`config.mk`:
```
export PLATFORM = sky130hd
export DESIGN_NAME = sps_ctrl
export DESIGN_NICKNAME = d
export VERILOG_FILES = /design/src/rtl/core/sps_pkg.sv /design/src/rtl/core/sps_ctrl.sv
export SDC_FILE = /design/constraint.sdc
export NUM_CORES = 1
export LEC_CHECK = 0
export ABC_AREA = 1
export BUFFER_PORTS_ARGS = -buffer_cell sky130_fd_sc_hd__buf_2
export CORE_AREA = 2 2 39 41
export DETAILED_ROUTE_END_ITERATION = 8
export DIE_AREA = 0 0 41 43
export SLEW_MARGIN = 10
export SYNTH_ARGS = -nofsm -noshare
export SYNTH_HDL_FRONTEND = slang
export SYNTH_SLANG_ARGS = --single-unit
```
`constraint.sdc`:
```
create_clock -name clk -period 1.4 [get_ports clk]
set_clock_uncertainty 0.15 [all_clocks]
set_input_delay 0.35 -clock clk [delete_from_list [all_inputs] [get_ports clk]]
set_output_delay 0.35 -clock clk [all_outputs]
set_load 0.01 [all_outputs]
```
`src/rtl/core/sps_pkg.sv`:
```
// ----------------------------------------------------------------------------
// sps_pkg
// Shared types and constants of the stimulation pattern sequencer.
// ----------------------------------------------------------------------------
package sps_pkg;

	localparam int unsigned HEADSTAGES  = 8;
	localparam int unsigned CIRCUITS    = 16;
	localparam int unsigned PATTERNS    = 128;
	localparam int unsigned PROB_SLOTS  = 256;
	localparam int unsigned STEPS       = 16;
	localparam int unsigned ELECTRODES  = 60;

	localparam int unsigned HS_W    = $clog2(HEADSTAGES);
	localparam int unsigned CIRC_W  = $clog2(CIRCUITS);
	localparam int unsigned ROW_W   = $clog2(PATTERNS);
	localparam int unsigned SLOT_W  = $clog2(PROB_SLOTS);
	localparam int unsigned POS_W   = $clog2(STEPS);
	localparam int unsigned EL_W    = 6;
	localparam int unsigned CELL_W  = HS_W + CIRC_W;
	localparam int unsigned PAT_AW  = CELL_W + ROW_W + POS_W;
	localparam int unsigned PROB_AW = CELL_W + SLOT_W;
	localparam int unsigned MAP_AW  = CELL_W + EL_W;
	localparam int unsigned HALF_W  = 30;

	localparam logic [5:0]  HALF_SPAN        = 6'd30;
	localparam logic [5:0]  MASK_SPAN        = 6'd60;
	localparam logic [7:0]  LIMIT_SMALL      = 8'd4;
	localparam logic [7:0]  LIMIT_LARGE      = 8'd60;
	localparam logic [3:0]  LAST_CIRC_SMALL  = 4'd14;
	localparam logic [3:0]  LAST_CIRC_LARGE  = 4'd0;
	localparam logic [31:0] LFSR_SEED        = 32'hACE1_ACE1;
	localparam logic [31:0] LFSR_TAPS        = 32'hD000_0001;

	localparam logic [1:0] ACT_STIM  = 2'd0;
	localparam logic [1:0] ACT_PAT   = 2'd1;
	localparam logic [1:0] ACT_PROB  = 2'd2;
	localparam logic [1:0] ACT_MAP   = 2'd3;

	localparam logic [1:0] REG_HS_TYPES = 2'd0;
	localparam logic [1:0] REG_RANDOM   = 2'd1;
	localparam logic [1:0] REG_MULTI    = 2'd2;

	typedef struct packed {
		logic [1:0] action;
		logic [2:0] headstage;
		logic [3:0] circuit;
		logic [3:0] position;
		logic [6:0] pattern_number;
		logic [7:0] prob_slot;
		logic [5:0] electrode_slot;
		logic [7:0] write_value;
	} item_t;

	typedef struct packed {
		logic clear;
		logic load;
		logic tbl_write;
		logic rd_slot;
		logic rd_prob;
		logic rd_pat;
		logic chk;
		logic chk_first;
		logic apply;
		logic next_circ;
		logic finish;
	} cmd_t;

	typedef struct packed {
		logic clear_last;
		logic e_ok;
		logic multi;
		logic last_circ;
		logic out_busy;
	} sts_t;

endpackage

```
`src/rtl/core/sps_ctrl.sv`:
```
// ----------------------------------------------------------------------------
// sps_ctrl
// Controller: clearing pass, item intake and per-circuit read sequence.
// ----------------------------------------------------------------------------
module sps_ctrl (
	input  logic           clk,
	input  logic           arst_n,
	input  logic           in_valid,
	input  logic [1:0]     in_action,
	output logic           in_ready,
	input  sps_pkg::sts_t  sts,
	output sps_pkg::cmd_t  cmd
);

	localparam logic [3:0] ST_CLEAR  = 4'd0;
	localparam logic [3:0] ST_IDLE   = 4'd1;
	localparam logic [3:0] ST_SLOT   = 4'd2;
	localparam logic [3:0] ST_PROB   = 4'd3;
	localparam logic [3:0] ST_PAT    = 4'd4;
	localparam logic [3:0] ST_CHK    = 4'd5;
	localparam logic [3:0] ST_APPLY  = 4'd6;
	localparam logic [3:0] ST_CHK2   = 4'd7;
	localparam logic [3:0] ST_APPLY2 = 4'd8;
	localparam logic [3:0] ST_DONE   = 4'd9;

	logic [3:0] state_q, state_nx;
	logic       fire;

	assign in_ready = (state_q == ST_IDLE);
	assign fire     = in_ready && in_valid;

	always_comb begin
		cmd      = '0;
		state_nx = state_q;
		unique case (state_q)
			ST_CLEAR: begin
				cmd.clear = 1'b1;
				if (sts.clear_last)
					state_nx = ST_IDLE;
			end
			ST_IDLE: begin
				if (fire) begin
					if (in_action == sps_pkg::ACT_STIM) begin
						cmd.load = 1'b1;
						state_nx = ST_SLOT;
					end else begin
						cmd.tbl_write = 1'b1;
					end
				end
			end
			ST_SLOT: begin
				cmd.rd_slot = 1'b1;
				state_nx    = ST_PROB;
			end
			ST_PROB: begin
				cmd.rd_prob = 1'b1;
				state_nx    = ST_PAT;
			end
			ST_PAT: begin
				cmd.rd_pat = 1'b1;
				state_nx   = ST_CHK;
			end
			ST_CHK: begin
				cmd.chk       = 1'b1;
				cmd.chk_first = 1'b1;
				state_nx      = ST_APPLY;
			end
			ST_APPLY, ST_APPLY2: begin
				cmd.apply = 1'b1;
				if (state_q == ST_APPLY && sts.e_ok && sts.multi)
					state_nx = ST_CHK2;
				else if (sts.last_circ)
					state_nx = ST_DONE;
				else begin
					cmd.next_circ = 1'b1;
					state_nx      = ST_SLOT;
				end
			end
			ST_CHK2: begin
				cmd.chk  = 1'b1;
				state_nx = ST_APPLY2;
			end
			ST_DONE: begin
				if (!sts.out_busy) begin
					cmd.finish = 1'b1;
					state_nx   = ST_IDLE;
				end
			end
			default: state_nx = ST_IDLE;
		endcase
	end

	always_ff @(posedge clk or negedge arst_n) begin
		if (!arst_n)
			state_q <= ST_CLEAR;
		else
			state_q <= state_nx;
	end

	a_one_step: assert property (@(posedge clk) disable iff (!arst_n)
		$onehot0({cmd.clear, cmd.load, cmd.tbl_write, cmd.rd_slot, cmd.rd_prob,
			cmd.rd_pat, cmd.chk, cmd.apply, cmd.finish}))
		else $error("more than one controller step at once");
	a_finish_idle: assert property (@(posedge clk) disable iff (!arst_n)
		cmd.finish |=> in_ready) else $error("not back to idle after finish");
	a_load_seq: assert property (@(posedge clk) disable iff (!arst_n)
		cmd.load |=> cmd.rd_slot) else $error("stimulate did not start reading");

endmodule

```
Word level (Yosys, flattened, before mapping)
Cells that the tools add are included.

operators by class
  eq/ne operators = 13
  mux-type cells = 22
  reduce and logical (&&, ||, !) cells = 8

operator list
  operator            count
  $pmux 4 s9          1
  $mux 4              6
  $eq 4x3->1 const B  4
  $mux 1              12
  $eq 4x2->1 const B  2
  $eq 4x4->1 const B  2
  $mux 2              3
  $eq 4x1->1 const B  1
  $logic_not 4->1     1
  $ne 2x1->1 const B  2
  $ne 2x2->1 const B  2
  $reduce_and 4->1    1
  $reduce_or 2->1     2
  $logic_and 1x1->1   3
  $logic_not 2->1     1

word-level totals
  register bits after elaboration = 4
  input port bits = 10
  output and inout bits = 12
  logic and storage cells = 44

Logic depth before layout (Yosys ltp)
  word-level depth = 5
  gate-level depth with buffers = 9
  depth with buffers taken out = 9

Worst setup path before layout
Ideal clock, no wire load.

  kind = flip-flop to output port
  start = register state_q[2]
  end = output cmd[1] (netlist bit)
  arrival = 1.000 ns
  data required time = 0.900 ns
  setup slack = -0.100 ns
  stages on the path, launching flop included = 6
  path buffers = 0
  cells stage by stage = dfrtp_1 nand2_2 inv_1 nand3b_1 nand2_1 a21oi_1

RTL lines
  item                    line            text
  from (decl)             sps_ctrl.sv:26  logic [3:0] state_q, state_nx;
  from (signal assigned)  sps_ctrl.sv:97  state_q <= state_nx;
  to (decl)               sps_ctrl.sv:12  output sps_pkg::cmd_t cmd

==> results.md <==
* Post-synth top flop: dfrtp_1
* Power Total at 2020 uW
* RSZ-0062 raised after global routing: yes
* Yosys top cell area share at 27.5%
* Core box area at 0.00138 mm^2
* # fillers at 112
* Final hold vios at 0
* Drt pass-1 iters at 4
* Inst Count DP at 110
* Synthesized instance count at 63
* Min-Delay Path Class: in2reg
* Starting DRT DRC Count at 9
* Fin crit period at 1.82 ns
* Initial core utilization at 26.3%
* Critical path capture point type: output port
* Synth-to-layout area growth at 151%
* GR Overflow Total at 0
* Initial antenna violation count at 0
* Crit path max fanout at 3
* Synth area leaders: dfrtp_1 27%, nand2_1 22%, nor2_1 14%, nand2_2 5.2%, nor3_1 4.1%
* Die area at 0.00176 mm^2
* Max-slew violations at 0
* Failing checks: negative setup slack
* Nets@finish at 127
* Via density at 4.89
* FF+latch count, synth at 4
* Post-synthesis net count at 73
* Largest delay share family, worst path: flip-flops
* Ports at 22
* Dpl hpwl at 849 um
* Pre-CTS WS at -0.0974 ns
* Ratio of cells with drive above 1 in the final layout at 73.0%
* Crit-path slowest cell: dfrtp_1
* Syn_area_per_cell at 5.78 um^2
* Largest register by flop count: state_q
* WL/cell at 12.7 um
* Die H at 43 um
* Ant. Diodes at 0
* Worst-path cell chain: buf_4 > nor2_1 > nand2_2 > a21oi_2 > buf_2
* ANT nets after route at 0
* Largest registers: state_q (4)
* Non-filler cells, final at 131
* Status: finished with violations
* Gpl congestion at 0.775
* Row count at 14
* Worst-Margin Slew at 0.231 ns
* Chip width at 41 um
* Post-synthesis sequential area ratio at 27.5%
* WL final at 1670 um
* H-tree levels at 1
* Setup ws final at -0.416 ns
* Post-synth top area cell: dfrtp_1
* Clock Path Buffers at 2
* Synth cell types at 16
* Port bufs at 21
* Post-Syn Area at 364 um^2
* Final Setup Violations at 15
* Max rail drop VDD at 1.03 mV
* WP buf/inv at 2
* EDFF count, synth at 0
* Period utilisation layout at 130%
* Number of global-route vias before repair at 527
* Clock transition at path regs at 0.04 ns
* Clk_lat worst skew at 0.23 ns
* Pin count of the biggest net entering global routing at 7
* Max incr delay on CP at 0.40 ns
* Design area at 912 um^2
* GRT Total Usage at 18.0%
* DRC at 0
* Pwr/cell area at 2220 mW/mm^2
* Leak pwr at 0.000479 uW
* First-pass GRT wire length at 2150 um
* Max reg flops at 4
* Slew headroom at 84.5%
* Sink Count at 4
* Yosys warns at 0
* CP Launch Type: flip-flop
* Crit path DAT at 1.32 ns
* FMAX at 551 MHz
* WP data required at 0.90 ns
* Via count at 640
* Post-Route Setup TNS at -4.20 ns
* CTS tree: built
* Setup CP Type: reg2out
* # Max-Cap Violations at 0
* CTS Root Buffer Type: clkbuf_4
* Async SR Flop Fraction at 100%
* Cts bufs inserted at 3
* Post-DP Area at 583 um^2
final timing paths:
| kind | start | end | slack, ns | cells past startpoint |
|---|---|---|---|---|
| worst max register to register | state_q[2] | state_q[0] | -0.33 | 12 |
| worst max-delay path | state_q[1] | cmd[1] | -0.42 | 5 |
| worst min-delay path | sts[1] | state_q[3] | 0.28 | 3 |
| min in group asynchronous | arst_n | state_q[3] | 0.30 | 2 |
| max in group asynchronous | arst_n | state_q[0] | 0.67 | 2 |
| worst min register to register | state_q[1] | state_q[3] | 0.62 | 3 |
placed cells by master, fill, tap and decap left out:
cell type,netlist,routed
nand2_2,3,7
nor3_1,3,1
dfrtp_1,4,2
nor2_2,0,5
nand3b_1,1,1
a21oi_2,0,1
and2_1,1,1
nand2_1,21,13
nand3_1,2,1
nor2_4,1,5
buf_4,0,17
nand2_4,0,4
o211ai_1,1,1
nand4_1,1,1
inv_1,4,3
nor2_1,14,5
o221ai_1,1,1
clkbuf_4,0,3
nor3_2,0,2
buf_6,0,14
dfrtp_2,0,2
inv_2,4,5
buf_2,0,16
nor4_2,0,1
nand3_2,0,1
dlygate4sd3_1,0,1
buf_12,0,1
Yosys cell counts (2+ instances only):
master,count
nand2_1,21
nor2_1,14
nand3_1,2
inv_1,4
dfrtp_1,4
inv_2,4
nor3_1,3
nand2_2,3
tightest hold or removal path: cells and delay by family:
| family | cells | cell delay, ns |
|---|---|---|
| simple gates | 1 | 0.07 |
| buf+inv | 1 | 0.11 |
| compound gates | 1 | 0.09 |
layout make-up:
| cell class | instances | area [um^2] | area share, % |
|---|---|---|---|
| clock buffer | 3 | 22.5 | 2.47 |
| inverter | 8 | 30.0 | 3.29 |
| multi-input combinational | 51 | 342 | 37.4 |
| sequential | 4 | 103 | 11.2 |
| tap | 16 | 20.0 | 2.19 |
| timing repair buffer | 49 | 395 | 43.3 |
metal layers:
metal	vias up	part of all wire, %	track usage [%]
met2	28	58	31.6
met3	5	5.4	4.71
li1	306	-	-
met5	-	0	0
met1	301	34	19.5
met4	0	2.6	6.00
cell families (layout without fill, tap and decap cells):
| logic type | after synthesis | in the layout | synth area share, % |
|---|---|---|---|
| AOI/OAI and AO/OA | 3 | 3 | 5.84 |
| buffers and inverters | 8 | 60 | 8.25 |
| DFF | 4 | 4 | 27.5 |
| and+or+nand+nor | 48 | 48 | 58.4 |
repair_timing:
action | 4_1_cts | 5_1_grt
hold buffers | 1 | 0
endpoints found under the hold margin | 4 | 0
buffers inserted | 10 | 7
setup endpoints to repair | 14 | 15
pin swaps | 6 | 7
gates resized for setup | 27 | 17
metrics by stage:
step                hold slack (ns)  utilization [%]
floorplan                   -0.0956                -
global placement            0.00654             42.1
detailed placement          0.00659             42.1
CTS                           0.268             57.8
global route                  0.287             65.9
finish                        0.283             65.9
power breakdown:
group,internal (uW),switching (uW)
registers,175,86.2
logic,818,806
clock network,95.7,44.2
Note: power is estimated with default switching activity, not from simulation.
